<file path="config.mk">
export PLATFORM = sky130hd
export DESIGN_NAME = banked_memory_access_router_unit
export DESIGN_NICKNAME = d
export VERILOG_FILES = /design/src/sv/bmar_pkg.sv /design/src/sv/bmar_route.sv /design/src/sv/bmar_state_regs.sv /design/src/sv/banked_memory_access_router_unit.sv
export VERILOG_INCLUDE_DIRS = /design/src /design/src/sv
export SDC_FILE = /design/constraint.sdc
export NUM_CORES = 1
export LEC_CHECK = 0
export ABC_CLOCK_PERIOD_IN_PS = 4059
export BUFFER_PORTS_ARGS = -buffer_cell sky130_fd_sc_hd__buf_2
export CAP_MARGIN = 20
export CORE_MARGIN = 2
export CORE_UTILIZATION = 40
export DETAILED_ROUTE_END_ITERATION = 16
export PLACE_DENSITY = 0.67
export REMOVE_ABC_BUFFERS = 1
export SYNTH_ARGS = -nofsm -noshare
export SYNTH_HDL_FRONTEND = slang
export SYNTH_SLANG_ARGS = --single-unit
</file>
<file path="constraint.sdc">
create_clock -name clk -period 4.06 [get_ports clk]
set_input_delay 0.609 -clock clk [delete_from_list [all_inputs] [get_ports clk]]
set_output_delay 0.609 -clock clk [all_outputs]
set_load 0.005 [all_outputs]
</file>
<file path="src/sv/banked_memory_access_router_unit_macros.svh">
// Assertion macros shared by the router RTL.
`ifndef BANKED_MEMORY_ACCESS_ROUTER_UNIT_MACROS_SVH
`define BANKED_MEMORY_ACCESS_ROUTER_UNIT_MACROS_SVH

// Same-cycle implication, disabled while reset is asserted.
`define BMAR_ASSERT_IMPL(label, clk, rst_n, ante, cons) \
  label: assert property (@(posedge clk) disable iff (!rst_n) (ante) |-> (cons)) \
    else $error("router assertion failed");

// Next-cycle implication, disabled while reset is asserted.
`define BMAR_ASSERT_NEXT(label, clk, rst_n, ante, cons) \
  label: assert property (@(posedge clk) disable iff (!rst_n) (ante) |=> (cons)) \
    else $error("router assertion failed");

`endif

</file>
<file path="src/sv/bmar_pkg.sv">
`timescale 1ns / 1ps

package bmar_pkg;

  localparam int BOOT_ROM_BYTES_DEF = 256;

  localparam int ADDR_W      = 16;
  localparam int DATA_W      = 8;
  localparam int PA_W        = 22;
  localparam int BANK_CNT_W  = 9;
  localparam int RAM_SIZE_W  = 18;
  localparam int CFG_DATA_W  = 18;
  localparam int CFG_INDEX_W = 1;

  localparam logic [BANK_CNT_W-1:0] ROM_BANK_COUNT_RST = 9'd2;
  localparam logic [RAM_SIZE_W-1:0] RAM_SIZE_RST       = 18'd0;

  localparam logic [ADDR_W-1:0] ADDR_BOOT_OFF = 16'hFF50;
  localparam logic [ADDR_W-1:0] ADDR_OAM_LO   = 16'hFE00;
  localparam logic [ADDR_W-1:0] ADDR_OAM_HI   = 16'hFE9F;

  typedef enum logic [2:0] {
    TGT_NONE = 3'd0,
    TGT_BOOT = 3'd1,
    TGT_ROM  = 3'd2,
    TGT_RAM  = 3'd3,
    TGT_INT  = 3'd4
  } target_t;

  typedef enum logic [CFG_INDEX_W-1:0] {
    CFG_ROM_BANK_COUNT = 1'b0,
    CFG_RAM_SIZE       = 1'b1
  } cfg_index_t;

  // Controller register selected by address bits 14:13 of a write below 0x8000.
  typedef enum logic [1:0] {
    CREG_RAM_ENABLE = 2'd0,
    CREG_ROM_LOW    = 2'd1,
    CREG_BANK_HIGH  = 2'd2,
    CREG_MODE       = 2'd3
  } ctrl_reg_t;

  typedef struct packed {
    logic              operation;
    logic [ADDR_W-1:0] bus_address;
    logic [DATA_W-1:0] bus_write_data;
    logic              video_ram_open;
    logic              sprite_ram_open;
  } item_t;

  typedef struct packed {
    target_t           target;
    logic [PA_W-1:0]   physical_address;
    logic              store_write;
    logic [DATA_W-1:0] store_data;
    logic              bound_error;
    logic              boot_retired;
  } result_t;

  typedef struct packed {
    logic [7:0] rom_bank;
    logic [7:0] ram_bank;
    logic       ram_access_on;
    logic       ram_banking;
    logic       boot_active;
  } bank_state_t;

  localparam bank_state_t BANK_STATE_RST = '{
    rom_bank:      8'd1,
    ram_bank:      8'd0,
    ram_access_on: 1'b0,
    ram_banking:   1'b0,
    boot_active:   1'b1
  };

endpackage

</file>
<file path="src/sv/bmar_route.sv">
`timescale 1ns / 1ps

module bmar_route #(
  parameter int BOOT_ROM_BYTES = bmar_pkg::BOOT_ROM_BYTES_DEF
) (
  input  bmar_pkg::item_t                         item,
  input  bmar_pkg::bank_state_t                   state,
  input  logic [bmar_pkg::BANK_CNT_W-1:0]         rom_bank_count,
  input  logic [bmar_pkg::RAM_SIZE_W-1:0]         ram_size_bytes,
  output bmar_pkg::result_t                       result,
  output bmar_pkg::bank_state_t                   state_nxt
);
  import bmar_pkg::*;

  logic [ADDR_W-1:0] a;
  logic              in_vram;
  logic              in_oam;
  logic              in_ram;
  logic              locked;
  logic              boot_hit;
  logic [PA_W-1:0]   rom_pa;
  logic [PA_W-1:0]   ram_pa;
  logic              rom_berr;
  logic              ram_berr;
  logic [4:0]        rom_low;
  ctrl_reg_t         creg;

  assign a        = item.bus_address;
  assign in_vram  = (a[15:13] == 3'b100);
  assign in_ram   = (a[15:13] == 3'b101);
  assign in_oam   = (a >= ADDR_OAM_LO) && (a <= ADDR_OAM_HI);
  assign locked   = (in_vram && !item.video_ram_open) || (in_oam && !item.sprite_ram_open);
  assign boot_hit = state.boot_active && (32'(a) < 32'(BOOT_ROM_BYTES));

  // The upper ROM window maps to the selected bank; the lower one is bank zero.
  assign rom_pa   = a[14] ? {state.rom_bank, a[13:0]} : {8'd0, a[13:0]};
  assign rom_berr = {1'b0, rom_pa[21:14]} >= rom_bank_count;
  assign ram_pa   = {1'b0, state.ram_bank, a[12:0]};
  assign ram_berr = ram_pa >= {4'd0, ram_size_bytes};
  assign rom_low  = (item.bus_write_data[4:0] == 5'd0) ? 5'd1 : item.bus_write_data[4:0];
  assign creg     = ctrl_reg_t'(a[14:13]);

  always_comb begin
    result    = '{target: TGT_NONE, default: '0};
    state_nxt = state;
    if (!item.operation) begin
      if (boot_hit) begin
        result.target           = TGT_BOOT;
        result.physical_address = {6'd0, a};
      end else if (locked) begin
        result.target = TGT_NONE;
      end else if (!a[15]) begin
        result.target           = TGT_ROM;
        result.physical_address = rom_pa;
        result.bound_error      = rom_berr;
      end else if (in_ram) begin
        if (state.ram_access_on) begin
          result.target           = TGT_RAM;
          result.physical_address = ram_pa;
          result.bound_error      = ram_berr;
        end
      end else begin
        result.target           = TGT_INT;
        result.physical_address = {6'd0, a};
      end
    end else begin
      if (a == ADDR_BOOT_OFF) begin
        state_nxt.boot_active   = 1'b0;
        result.target           = TGT_INT;
        result.physical_address = {6'd0, a};
        result.store_write      = 1'b1;
        result.store_data       = item.bus_write_data;
        result.boot_retired     = 1'b1;
      end else if (locked) begin
        result.target = TGT_NONE;
      end else if (!a[15]) begin
        case (creg)
          CREG_RAM_ENABLE: begin
            state_nxt.ram_access_on = (item.bus_write_data[3:0] == 4'hA);
          end
          CREG_ROM_LOW: begin
            state_nxt.rom_bank = {state.rom_bank[7:5], rom_low};
          end
          CREG_BANK_HIGH: begin
            if (state.ram_banking) begin
              state_nxt.ram_bank = item.bus_write_data;
            end else begin
              state_nxt.rom_bank = {item.bus_write_data[7:5], state.rom_bank[4:0]};
            end
          end
          CREG_MODE: begin
            state_nxt.ram_banking = item.bus_write_data[0];
          end
          default: begin
            state_nxt = state;
          end
        endcase
      end else if (in_ram) begin
        if (state.ram_access_on) begin
          result.target           = TGT_RAM;
          result.physical_address = ram_pa;
          result.store_write      = 1'b1;
          result.store_data       = item.bus_write_data;
          result.bound_error      = ram_berr;
        end
      end else begin
        result.target           = TGT_INT;
        result.physical_address = {6'd0, a};
        result.store_write      = 1'b1;
        result.store_data       = item.bus_write_data;
      end
    end
  end

endmodule

</file>
<file path="src/sv/bmar_state_regs.sv">
`timescale 1ns / 1ps

`include "banked_memory_access_router_unit_macros.svh"

module bmar_state_regs (
  input  logic                                clk,
  input  logic                                rst_n,
  input  logic                                cfg_we,
  input  logic [bmar_pkg::CFG_INDEX_W-1:0]    cfg_index,
  input  logic [bmar_pkg::CFG_DATA_W-1:0]     cfg_data,
  input  logic                                advance,
  input  bmar_pkg::bank_state_t               state_nxt,
  output bmar_pkg::bank_state_t               state,
  output logic [bmar_pkg::BANK_CNT_W-1:0]     rom_bank_count,
  output logic [bmar_pkg::RAM_SIZE_W-1:0]     ram_size_bytes
);
  import bmar_pkg::*;

  bank_state_t             state_r;
  logic [BANK_CNT_W-1:0]   rom_bank_count_r;
  logic [RAM_SIZE_W-1:0]   ram_size_bytes_r;

  // Controller state moves only when a request leaves the input stage, so
  // register writes take effect in request order.
  always_ff @(posedge clk) begin
    if (!rst_n) begin
      state_r <= BANK_STATE_RST;
    end else if (advance) begin
      state_r <= state_nxt;
    end
  end

  always_ff @(posedge clk) begin
    if (!rst_n) begin
      rom_bank_count_r <= ROM_BANK_COUNT_RST;
      ram_size_bytes_r <= RAM_SIZE_RST;
    end else if (cfg_we) begin
      case (cfg_index_t'(cfg_index))
        CFG_ROM_BANK_COUNT: begin
          rom_bank_count_r <= cfg_data[BANK_CNT_W-1:0];
        end
        CFG_RAM_SIZE: begin
          ram_size_bytes_r <= cfg_data[RAM_SIZE_W-1:0];
        end
        default: begin
          rom_bank_count_r <= rom_bank_count_r;
        end
      endcase
    end
  end

  assign state          = state_r;
  assign rom_bank_count = rom_bank_count_r;
  assign ram_size_bytes = ram_size_bytes_r;

  `BMAR_ASSERT_NEXT(a_boot_stays_retired, clk, rst_n, !state_r.boot_active, !state_r.boot_active)
  `BMAR_ASSERT_IMPL(a_rom_low_nonzero, clk, rst_n, 1'b1, state_r.rom_bank[4:0] != 5'd0)
  `BMAR_ASSERT_NEXT(a_state_holds_idle, clk, rst_n, !advance, $stable(state_r))

endmodule

</file>
<file path="src/sv/banked_memory_access_router_unit.sv">
`timescale 1ns / 1ps

// Channel  | Direction | Handshake          | Payload
// in_      | input     | in_valid/in_stall  | operation, bus address, write byte, open flags
// out_     | output    | out_valid/out_stall| target, physical address, write, data, flags
// cfg_     | input     | cfg_we             | cfg_index, cfg_data (ROM bank count, RAM size)
//
// Each request is held in the input register and is routed into the output
// register as it advances: one request per cycle while out_stall does not hold the output register.
// Bank controller state is updated as a request moves into the output register.
// rst_n is synchronous and clears the valid flags, bank state and config registers.
// out_stall holds the output register; in_stall rises only when the input
// register is full and cannot move forward.
module banked_memory_access_router_unit #(
  parameter int BOOT_ROM_BYTES = bmar_pkg::BOOT_ROM_BYTES_DEF
) (
  input  logic                                clk,
  input  logic                                rst_n,
  input  logic                                in_valid,
  output logic                                in_stall,
  input  logic                                in_operation,
  input  logic [15:0]                         in_bus_address,
  input  logic [7:0]                          in_bus_write_data,
  input  logic                                in_video_ram_open,
  input  logic                                in_sprite_ram_open,
  output logic                                out_valid,
  input  logic                                out_stall,
  output logic [2:0]                          out_target,
  output logic [21:0]                         out_physical_address,
  output logic                                out_store_write,
  output logic [7:0]                          out_store_data,
  output logic                                out_bound_error,
  output logic                                out_boot_retired,
  input  logic                                cfg_we,
  input  logic [bmar_pkg::CFG_INDEX_W-1:0]    cfg_index,
  input  logic [bmar_pkg::CFG_DATA_W-1:0]     cfg_data
);
  import bmar_pkg::*;

  `include "banked_memory_access_router_unit_macros.svh"

  item_t                 item_r;
  logic                  s1_valid_r;
  result_t               result_r;
  logic                  out_valid_r;
  logic                  advance;
  logic                  in_accept;
  result_t               result_nxt;
  bank_state_t           state;
  bank_state_t           state_nxt;
  logic [BANK_CNT_W-1:0] rom_bank_count;
  logic [RAM_SIZE_W-1:0] ram_size_bytes;

  assign advance   = s1_valid_r && (!out_valid_r || !out_stall);
  assign in_stall  = s1_valid_r && !advance;
  assign in_accept = in_valid && !in_stall;

  always_ff @(posedge clk) begin
    if (!rst_n) begin
      s1_valid_r <= 1'b0;
    end else if (in_accept) begin
      s1_valid_r <= 1'b1;
    end else if (advance) begin
      s1_valid_r <= 1'b0;
    end
  end

  always_ff @(posedge clk) begin
    if (in_accept) begin
      item_r <= '{
        operation:       in_operation,
        bus_address:     in_bus_address,
        bus_write_data:  in_bus_write_data,
        video_ram_open:  in_video_ram_open,
        sprite_ram_open: in_sprite_ram_open
      };
    end
  end

  bmar_route #(
    .BOOT_ROM_BYTES(BOOT_ROM_BYTES)
  ) u_route (
    .item           (item_r),
    .state          (state),
    .rom_bank_count (rom_bank_count),
    .ram_size_bytes (ram_size_bytes),
    .result         (result_nxt),
    .state_nxt      (state_nxt)
  );

  bmar_state_regs u_state_regs (
    .clk            (clk),
    .rst_n          (rst_n),
    .cfg_we         (cfg_we),
    .cfg_index      (cfg_index),
    .cfg_data       (cfg_data),
    .advance        (advance),
    .state_nxt      (state_nxt),
    .state          (state),
    .rom_bank_count (rom_bank_count),
    .ram_size_bytes (ram_size_bytes)
  );

  always_ff @(posedge clk) begin
    if (!rst_n) begin
      out_valid_r <= 1'b0;
    end else if (advance) begin
      out_valid_r <= 1'b1;
    end else if (!out_stall) begin
      out_valid_r <= 1'b0;
    end
  end

  always_ff @(posedge clk) begin
    if (advance) begin
      result_r <= result_nxt;
    end
  end

  assign out_valid            = out_valid_r;
  assign out_target           = result_r.target;
  assign out_physical_address = result_r.physical_address;
  assign out_store_write      = result_r.store_write;
  assign out_store_data       = result_r.store_data;
  assign out_bound_error      = result_r.bound_error;
  assign out_boot_retired     = result_r.boot_retired;

  `BMAR_ASSERT_IMPL(a_none_is_quiet, clk, rst_n, out_valid_r && (result_r.target == TGT_NONE), (result_r.physical_address == '0) && !result_r.store_write && !result_r.bound_error)
  `BMAR_ASSERT_IMPL(a_retire_is_write, clk, rst_n, out_valid_r && result_r.boot_retired, (result_r.target == TGT_INT) && result_r.store_write)
  `BMAR_ASSERT_IMPL(a_stall_needs_full, clk, rst_n, in_stall, s1_valid_r && out_valid_r && out_stall)

endmodule

</file>
# Word level (Yosys, flattened, before mapping)
# Index checks and enable logic that the tools add are counted.
# Widths: inputs -> output; s select.
[totals]
register_bits = 111
in_bits = 51
out_inout_bits = 38
elab_cells = 100
[classes]
order_cmp = 5
eq_ne = 8
mux = 33
bitwise = 7
reduce_logical = 26
[op_table]
columns = ["operator", "count"]
rows = [
  ["$mux 34", 3],
  ["$mux 25", 4],
  ["$mux 35", 2],
  ["$mux 22", 2],
  ["$mux 32", 1],
  ["$mux 24", 1],
  ["$ge 21x18->1", 1],
  ["$eq 16x16->1 const B", 1],
  ["$ge 16x16->1 const B", 1],
  ["$le 16x16->1 const B", 1],
  ["$lt 16x9->1 const B", 1],
  ["$pmux 8 s2", 1],
  ["$mux 1", 15],
  ["$reduce_and 7->1", 2],
  ["$reduce_and 6->1", 2],
  ["$ge 8x9->1", 1],
  ["$mux 8", 1],
  ["$reduce_and 8->1", 1],
  ["$logic_and 1x1->1", 7],
  ["$not 1->1", 7],
  ["$eq 3x3->1 const B", 2],
  ["$logic_not 1->1", 6],
  ["$mux 3", 2],
  ["$logic_not 5->1", 1],
  ["other kinds (10)", 13],
]

# Longest topological paths before layout
# Gate-level depths: netlist of run 1.
[depth]
word_depth = 8
ltp_mapped = 9
depth_no_buf = 7

# By module
# A second synthesis of run 1 with hierarchy kept.
[hier_totals]
cells_unflattened = 471
hier_area_um2 = 5363.9
[modules_own_cells]
columns = ["module", "instances", "cells_per_inst", "area_each_um2", "seq_area_each_um2"]
rows = [
  ["banked_memory_access_router_unit", 1, 71, 1975.6, 1931.9],
  ["bmar_state_regs", 1, 173, 1800.5, 920.9],
  ["bmar_route", 1, 227, 1587.8, 0.0],
]

# Least setup slack after synthesis of run 1
# OpenSTA, ideal clock, no wires.
[synth_path]
path_kind = "input -> register"
from = "in out_stall"
to = "reg u_state_regs.state_r (netlist bit u_state_regs.state[18])"
setup_ns = 0.070
t_arrival_ns = 2.613
required_time_ns = 3.990
setup_slack_ns = 1.377
stages = 6
n_path_buf = 1
cell_sequence = "a21boi_2 -> nor3b_2 -> buf_4 -> and3b_1 -> nand3_1 -> a21boi_1"
[synth_via]
elab_chain_len = 4
[synth_rtl]
columns = ["item", "line", "rtl"]
rows = [
  ["from (decl)", "banked_memory_access_router_unit.sv:27", "input logic out_stall,"],
  ["$logic_not 1->1", "-", ""],
  ["$logic_or 1x1->1", "banked_memory_access_router_unit.sv:54", "assign advance = s1_valid_r && (!out_valid_r || !out_stall);"],
  ["$logic_and 1x1->1", "banked_memory_access_router_unit.sv:54", ""],
  ["$reduce_and 8->1 (no line)", "-", ""],
  ["to (signal assigned)", "bmar_state_regs.sv:29", "state_r <= state_nxt;"],
  ["to (decl)", "bmar_state_regs.sv:19", "bank_state_t state_r;"],
]
# Every way passes these cells.
# A chain may end at the register's enable or synchronous reset.

==> results.sh, run 1 <==
export IMPL_ys_types=52
export IMPL_critPathMaxFanout=19
export IMPL_synth_top_area_frac=0.378
export IMPL_antenna_found_initial=0
export IMPL_gp_congestion=0.827
export IMPL_cts_root_buffer="clkbuf_16"
export IMPL_die_y_um=116
export IMPL_relSlewSlack=0.520
export IMPL_finalSetupViolCount=0
export IMPL_skew_ns=0.00948
export IMPL_dpl_instance_area_um2=5590
export IMPL_tns_ns=0
export IMPL_wl_um=10800
export IMPL_cts_buffer_depth=2
export IMPL_status="complete, no violations"
export IMPL_rows=40
export IMPL_final_hold_violation_count=0
export IMPL_final_nets=601
export IMPL_synth_area_leaders="edfxtp_1 (38%), dfxtp_1 (19%), ha_1 (6.5%)"
export IMPL_synth_edf_count=63
export IMPL_async_flop_share=0
export IMPL_ir_drop_mv=0.257
export IMPL_drt_pass1_iterations=4
export IMPL_fin_ws_ns=1.53
export IMPL_vias=3438
export IMPL_diodes=0
export IMPL_core_um2=12100
export IMPL_ys_seq_elements=111
export IMPL_avgSynthCellArea_um2=11.4
export IMPL_area_growth_pct=17.4
export IMPL_grt_pass1_vias=3441
export IMPL_grt_pass1_wl_um=17200
export IMPL_cts_tree="yes"
export IMPL_clk_pin_slew_ns=0.08
export IMPL_ios=89
export IMPL_clock_sinks=111
export IMPL_drv_cap=0
export IMPL_wl_per_cell_um=15.5
export IMPL_start_util=0.413
export IMPL_drt_iter0_drc=133
export IMPL_drc=0
export IMPL_dr_max_layer_used="met4"
export IMPL_yosysSeqAreaShare=0.570
export IMPL_gr_usage_all_layers=0.168
export IMPL_ys_flop_type="edfxtp_1"
export IMPL_grt_start_max_net_pins=49
export IMPL_yosysWarnings=0
export IMPL_viasPerCell=4.93
export IMPL_synth_common_cells="nand2_1 (73), edfxtp_1 (63), dfxtp_1 (48)"
export IMPL_htree_levels=3
export IMPL_yosysMostFrequentCell="nand2_1"
export IMPL_rsz0062_at_grt="no"
export IMPL_fin_crit_ns=2.53
export IMPL_clock_latency_ns=0.35
export IMPL_wl_met3_um=476
export IMPL_period_share=0.623
export IMPL_cts_hold_fix_buffers=0
export IMPL_numPortBuffers=88
export IMPL_met2_length_um=5170
export IMPL_p_leak_nw=2.35
export IMPL_hp_class="in -> reg"
export IMPL_critPathCaptureType="flop"
export IMPL_cts_resized=0
export IMPL_tightest_slew_ns=0.717
export IMPL_ant_nets=0
export IMPL_synth_largest_area_cell="edfxtp_1"
export IMPL_fin_util=0.485
export IMPL_wl_met1_um=5010
export IMPL_synth_cells=439
export IMPL_hpwl_um=8000
export IMPL_cts_setup_buffers=0
export IMPL_syn_area_um2=5000
export IMPL_worstPathRequired_ns=4.16
export IMPL_powerDensity_nw_per_um2=390
export IMPL_cts_buffers_inserted=9
export IMPL_design_area_um2=5870
export IMPL_dp_slack_ns=1.56
export IMPL_fmax_mhz=396
export IMPL_drv_slew=0
export IMPL_final_layout_size_suffix_gt1_frac=0.250
export IMPL_die_area_um2=13400
export IMPL_grt_ovfl_total=0
export IMPL_startpoint_type="flop"
export IMPL_path_class="reg -> reg"
export IMPL_cp_arrival_ns=2.63
export IMPL_die_w_um=116
==> layer usage <==
metal | track usage | up-vias
met4 | 0.0500 | 0
met1 | 0.220 | 1630
met2 | 0.282 | 74
li1 | - | 1725
met5 | 0 | -
met3 | 0.0356 | 9
==> cells in the final DEF (no fill, tap or decap), drive strengths merged, types with 2 or more instances in the layout <==
master	Yosys	routed
nor4	3	3
o21a	3	3
clkinv	0	2
dfxtp	48	48
nand2b	2	2
mux2i	9	9
clkbuf	11	10
a211oi	4	4
a21oi	13	13
nor4b	3	3
nor3	2	2
buf	5	90
nor3b	3	3
o211ai	5	5
a21o	3	3
nor2b	16	16
nand2	73	73
nor2	9	9
edfxtp	63	63
nand4	5	5
nand3	13	13
inv	26	29
a21boi	35	35
o21ai	4	4
a22o	5	5
nand3b	3	3
and3	6	6
ha	26	26
and2	31	31
==> area by class of cell <==
cell class / count / area [um^2]
inverter: 26 / 97.6
clock inverter: 6 / 51.3
timing repair buffer: 90 / 455
clock buffer: 10 / 229
sequential: 111 / 2850
fill: 1150 / 6240
tap: 168 / 210
multi-input combinational: 286 / 1980
==> flip-flops by register name, summed over array words and instances (netlist names) <==
signal	count
out_store_write	1
u_state_regs.rom_bank_count	9
item_r	27
out_valid	1
out_physical_address	22
out_bound_error	1
out_target	3
s1_valid_r	1
u_state_regs.state	19
u_state_regs.ram_size_bytes	18
out_boot_retired	1
out_store_data	8
==> worst max-delay path, stage by stage (launching register included) <==
cell and delay (ns):
edfxtp_1 0.66, and2_1 0.28, ha_1 0.28, a21o_1 0.16
a2111oi_0 0.43, a21oi_1 0.12, o311a_1 0.35
==> power by group <==
group	switching, mW	internal [mW]	leakage (nW)
sequential	0.0344	1.24	0.998
combinational	0.0973	0.0841	1.22
clock	0.408	0.425	0.134
==> per-stage QoR <==
step	total power [mW]	cells	hold WS, ns
global placement	1.48	681	0.427
finish	2.29	697	0.426
global route	2.38	697	0.417
detailed placement	1.48	681	0.440
CTS	2.32	697	0.415
floorplan	1.39	423	0.415
==> cell families after synthesis <==
family | count (synthesis) | synth area share
adders and majority gates | 26 | 0.0650
AOI/OAI and AO/OA | 77 | 0.118
DFF | 111 | 0.570
buffers and inverters | 42 | 0.0363
and+or+nand+nor | 174 | 0.192
muxes | 9 | 0.0180
==> final timing paths <==
path	start	depth (start not counted)	slack, ns	end
worst max-delay path	item_r[24]	6	1.53	out_bound_error
worst min register to register	u_state_regs.state[0]	2	0.45	u_state_regs.state[0]
worst max register to register	item_r[24]	6	1.53	out_bound_error
worst min-delay path	in_bus_address[3]	1	0.43	item_r[13]
No activity file was read; power rests on OpenSTA's default activity.
==> run 2, diff against run 1 <==
Settings changed: ABC_AREA set to 1, ABC_CLOCK_PERIOD_IN_PS 4059 to 2150, PLACE_DENSITY 0.67 to 0.7.
Clock period 4.06 ns to 2.15 ns, I/O delays scaled along.
==> results.sh, run 2 <==
export IMPL_die_w_um=115
export IMPL_grt_start_max_net_pins=39
export IMPL_most_common_layout_cells="buf_2 (88), inv_1 (70), nand2_1 (69)"
export IMPL_drv_slew=0
export IMPL_status="complete, no violations"
export IMPL_cts_root_buffer="clkbuf_16"
export IMPL_ios=89
export IMPL_final_layout_size_suffix_gt1_frac=0.212
export IMPL_area_growth_pct=20.2
export IMPL_drc=0
export IMPL_largest_reg_flops=27
export IMPL_rsz0062_at_grt="no"
export IMPL_fin_ws_ns=0.106
export IMPL_cp_num_buf_inv=1
export IMPL_design_area_um2=5950
export IMPL_powerDensity_nw_per_um2=800
export IMPL_cts_buffer_depth=2
export IMPL_cpPeakStageDelay_ns=0.56
export IMPL_cts_tree="yes"
export IMPL_drt_pass1_iterations=5
export IMPL_final_hold_violation_count=0
export IMPL_antenna_found_initial=0
export IMPL_cts_resized=0
export IMPL_viasPerCell=5.19
export IMPL_critPathCaptureType="flop"
export IMPL_diodes=0
export IMPL_synth_largest_area_cell="edfxtp_1"
export IMPL_p_leak_nw=2.54
export IMPL_final_nets=663
export IMPL_period_share=0.951
export IMPL_vias=3940
export IMPL_gp_congestion=0.861
export IMPL_ys_types=37
export IMPL_cts_setup_buffers=0
export IMPL_wl_um=11900
export IMPL_avgSynthCellArea_um2=9.98
export IMPL_path_cells="nand2_1, inv_1, ha_1, a21oi_1, o21ai_0, a21oi_1, nand4_1, nand4_1, nand2_1"
export IMPL_crit_family="flip-flops"
export IMPL_dp_slack_ns=0.137
export IMPL_wl_per_cell_um=15.6
export IMPL_die_area_um2=13300
export IMPL_rows=40
export IMPL_grt_pass1_vias=3791
export IMPL_async_flop_share=0
export IMPL_synth_area_leaders="edfxtp_1 (38%), dfxtp_1 (19%), ha_1 (6.6%)"
export IMPL_fin_crit_ns=2.04
export IMPL_cts_hold_fix_buffers=0
export IMPL_regMostFlops="item_r"
export IMPL_tightest_slew_ns=0.487
export IMPL_grt_ovfl_total=0
export IMPL_cp_arrival_ns=2.15
export IMPL_critPathMaxFanout=12
export IMPL_synth_common_cells="inv_1 (70), nand2_1 (69), edfxtp_1 (63)"
export IMPL_gr_usage_all_layers=0.182
export IMPL_ant_nets=0
export IMPL_yosysWarnings=0
export IMPL_drt_iter0_drc=267
export IMPL_yosysMostFrequentCell="inv_1"
export IMPL_worstPathRequired_ns=2.26
export IMPL_fmax_mhz=489
export IMPL_start_util=0.410
export IMPL_relSlewSlack=0.675
export IMPL_skew_ns=0.00747
export IMPL_ys_flop_type="edfxtp_1"
export IMPL_synth_cells=496
export IMPL_path_class="reg -> reg"
export IMPL_clock_sinks=111
export IMPL_drv_cap=0
export IMPL_ys_seq_elements=111
export IMPL_cp_slowest_cell="edfxtp_1"
export IMPL_hp_class="in -> reg"
export IMPL_syn_area_um2=4950
export IMPL_core_um2=12100
export IMPL_final_common_cell="buf_2"
export IMPL_htree_levels=3
export IMPL_yosysSeqAreaShare=0.576
export IMPL_ir_drop_mv=0.482
export IMPL_synth_edf_count=63
export IMPL_hpwl_um=8770
export IMPL_die_y_um=115
export IMPL_clock_latency_ns=0.35
export IMPL_clk_pin_slew_ns=0.07
export IMPL_cts_buffers_inserted=9
export IMPL_startpoint_type="flop"
export IMPL_dpl_instance_area_um2=5600
export IMPL_finalSetupViolCount=0
export IMPL_numPortBuffers=88
export IMPL_grt_pass1_wl_um=18500
export IMPL_synth_top_area_frac=0.382
run 2: cell types whose count changed after synthesis, sizes merged, moves of 8 or more:
cell	change
inv	+48
nor2b	-16
o2111a	+12
nor2	+20
nor3	+8
a21oi	+40
and2	-28
a21boi	-35
mux2i	-9
o21ai	+39
run 2: metal layers:
layer / vias to the layer above / GRT usage / routed length, um
li1: 1906 / - / -
met3: 20 / 0.0511 / 812
met2: 154 / 0.304 / 5710
met4: 0 / 0.0763 / 255
met1: 1860 / 0.223 / 5090
met5: - / 0 / 0
run 2: cell type report:
| cell class | instances | area [um^2] |
|---|---|---|
| Tap cell | 168 | 210 |
| Clock inverter | 7 | 120 |
| Sequential cell | 111 | 2850 |
| Clock buffer | 9 | 225 |
| Fill cell | 1115 | 6110 |
| Multi-Input combinational cell | 292 | 1740 |
| Inverter | 75 | 282 |
| Timing Repair Buffer | 97 | 520 |
run 2: per-stage QoR:
step | total power, mW | util | instances | TNS (ns) | hold slack, ns
6_report | 4.76 | 0.493 | 759 | 0 | 0.140
2_1_floorplan | 2.69 | - | 478 | -4.19 | 0.391
4_1_cts | 4.79 | 0.493 | 759 | 0 | 0.127
3_3_place_gp | 2.87 | 0.465 | 743 | 0 | 0.428
3_5_place_dp | 2.89 | 0.465 | 743 | 0 | 0.452
5_1_grt | 4.93 | 0.493 | 759 | 0 | 0.127
run 2: power breakdown:
group	total [mW]	switching, mW	leakage, nW	internal [mW]
logic	0.443	0.271	1.37	0.171
registers	2.41	0.0548	1.01	2.35
clock network	1.90	0.762	0.166	1.14
total	4.76	1.09	2.54	3.67
run 2: final timing paths:
check,start,endpoint,slack (ns),depth (start not counted)
worst max-delay path,item_r[24],out_bound_error,0.11,9
worst min-delay path,in_bus_address[5],item_r[15],0.14,1
worst max register to register,item_r[24],out_bound_error,0.11,9
worst min register to register,u_state_regs.ram_size_bytes[17],u_state_regs.ram_size_bytes[17],0.47,2
run 2: logic make-up (layout without fill, tap and decap cells):
logic type	count (synthesis)	count (layout)	synth area share
adders and majority gates	26	26	0.0657
AOI/OAI and AO/OA	124	124	0.152
buffers and inverters	93	188	0.0736
DFF	111	111	0.576
and+or+nand+nor	142	142	0.133
==> run 3, diff against run 2 <==
Settings changed: ABC_AREA 1 to not set.
==> results.sh, run 3 (synthesis gave the netlist of run 1 again) <==
export IMPL_fin_crit_ns=2.07
export IMPL_tightest_slew_ns=0.721
export IMPL_cts_resized=0
export IMPL_ios=89
export IMPL_relSlewSlack=0.519
export IMPL_tns_ns=0
export IMPL_final_common_cell="buf_2"
export IMPL_start_util=0.413
export IMPL_path_class="reg -> reg"
export IMPL_cts_tree="yes"
export IMPL_hp_class="in -> reg"
export IMPL_numPortBuffers=88
export IMPL_status="complete, no violations"
export IMPL_clkPwrFrac=0.387
export IMPL_holdWs_ns=0.141
export IMPL_cts_buffer_depth=2
export IMPL_drv_slew=0
export IMPL_cts_buffers_inserted=9
export IMPL_power_frac_comb=0.081
export IMPL_die_area_um2=13400
export IMPL_sw_frac_of_total=0.221
export IMPL_drc=0
export IMPL_rows=40
export IMPL_final_nets=610
export IMPL_area_growth_pct=20.2
export IMPL_gr_usage_all_layers=0.172
export IMPL_period_share=0.962
export IMPL_wl_per_cell_um=15.6
export IMPL_grt_pass1_wl_um=17400
export IMPL_dpl_instance_area_um2=5660
export IMPL_startpoint_type="flop"
export IMPL_ir_drop_mv=0.367
export IMPL_vias=3490
export IMPL_cts_hold_fix_buffers=0
export IMPL_cts_setup_buffers=0
export IMPL_cts_root_buffer="clkbuf_16"
export IMPL_finalSetupViolCount=0
export IMPL_skew_ns=0.00444
export IMPL_htree_levels=3
export IMPL_grt_ovfl_total=0
export IMPL_multiInputGateArea_um2=2010
export IMPL_most_common_layout_cells="buf_2 (88), nand2_1 (73), edfxtp_1 (63)"
export IMPL_ant_nets=0
export IMPL_wl_um=11000
export IMPL_seq_area_um2=2850
export IMPL_final_hold_violation_count=0
export IMPL_intPower_mw=3.51
export IMPL_drv_cap=0
export IMPL_p_seq_frac=0.532
export IMPL_grt_pass1_vias=3503
export IMPL_die_y_um=116
export IMPL_p_total_mw=4.51
export IMPL_drt_iter0_drc=208
export IMPL_fin_util=0.496
export IMPL_largest_reg_flops=27
export IMPL_fmax_mhz=483
export IMPL_regMostFlops="item_r"
export IMPL_clock_sinks=111
export IMPL_design_area_um2=6010
export IMPL_die_w_um=116
export IMPL_switchingPower_mw=0.997
export IMPL_hpwl_um=8120
export IMPL_powerDensity_nw_per_um2=750
export IMPL_critPathCaptureType="flop"
export IMPL_p_leak_nw=2.43
export IMPL_core_um2=12100
export IMPL_gp_congestion=0.831
export IMPL_viasPerCell=4.94
export IMPL_clk_pin_slew_ns=0.07
export IMPL_final_layout_size_suffix_gt1_frac=0.268
export IMPL_cp_arrival_ns=2.17
export IMPL_diodes=0
export IMPL_critPathMaxFanout=3
export IMPL_worstPathRequired_ns=2.25
export IMPL_grt_start_max_net_pins=49
export IMPL_n_fill_cell=1135
export IMPL_clock_latency_ns=0.35
export IMPL_antenna_found_initial=0
export IMPL_drt_pass1_iterations=4
==> run 3: cell count changes in the layout (fill, tap and decap cells not counted), sizes merged, moves of 8 or more <==
cell,change
mux2i,+9
nor2,-20
nor2b,+16
a21boi,+35
nor3,-8
inv,-49
o2111a,-12
and2,+28
a21oi,-40
o21ai,-39
==> run 3: metal layers <==
| metal | vias to the layer above | global-route usage | share of wire |
|---|---|---|---|
| li1 | 1733 | - | - |
| met1 | 1673 | 0.221 | 0.46 |
| met2 | 70 | 0.281 | 0.48 |
| met3 | 14 | 0.0392 | 0.045 |
| met4 | 0 | 0.0706 | 0.016 |
| met5 | - | 0 | 0 |
==> run 3: metrics by stage <==
step | instances | setup WS [ns]
6_report | 706 | 0.0809
5_1_grt | 706 | -0.0235
4_1_cts | 706 | 0.0186
3_5_place_dp | 690 | 0.0315
3_3_place_gp | 690 | 0.0308
2_1_floorplan | 423 | -0.569
==> run 3: power by group through the flow <==
stage	registers (mW)	logic, mW	clock network, mW
CTS	2.40	0.369	1.77
global route	2.41	0.412	1.87
finish	2.40	0.366	1.75
floorplan	2.44	0.189	0
global placement	2.44	0.357	0
detailed placement	2.45	0.366	0
==> run 3: worst paths after layout <==
kind                               from               endpoint  slack [ns]  depth (start not counted)
setup reg to reg             item_r[24]        out_bound_error        0.08                          6
setup / recovery             item_r[24]        out_bound_error        0.08                          6
hold reg to reg   u_state_regs.state[0]  u_state_regs.state[0]        0.46                          2
hold / removal        in_bus_address[1]             item_r[11]        0.14                          1
==> run 3: layout make-up <==
type	instances	area share
clock buffer	11	0.0439
inverter	26	0.0162
clock inverter	5	0.00895
multi-input combinational	286	0.334
sequential	111	0.475
tap	168	0.0350
timing repair buffer	99	0.0870
==> run 3: critical path: stages (launching register included) <==
cell and delay (ns):
edfxtp_1 0.39, and2_1 0.20, ha_4 0.22, a21o_1 0.21, a2111oi_4 0.34, a21oi_1 0.11
o311a_1 0.35
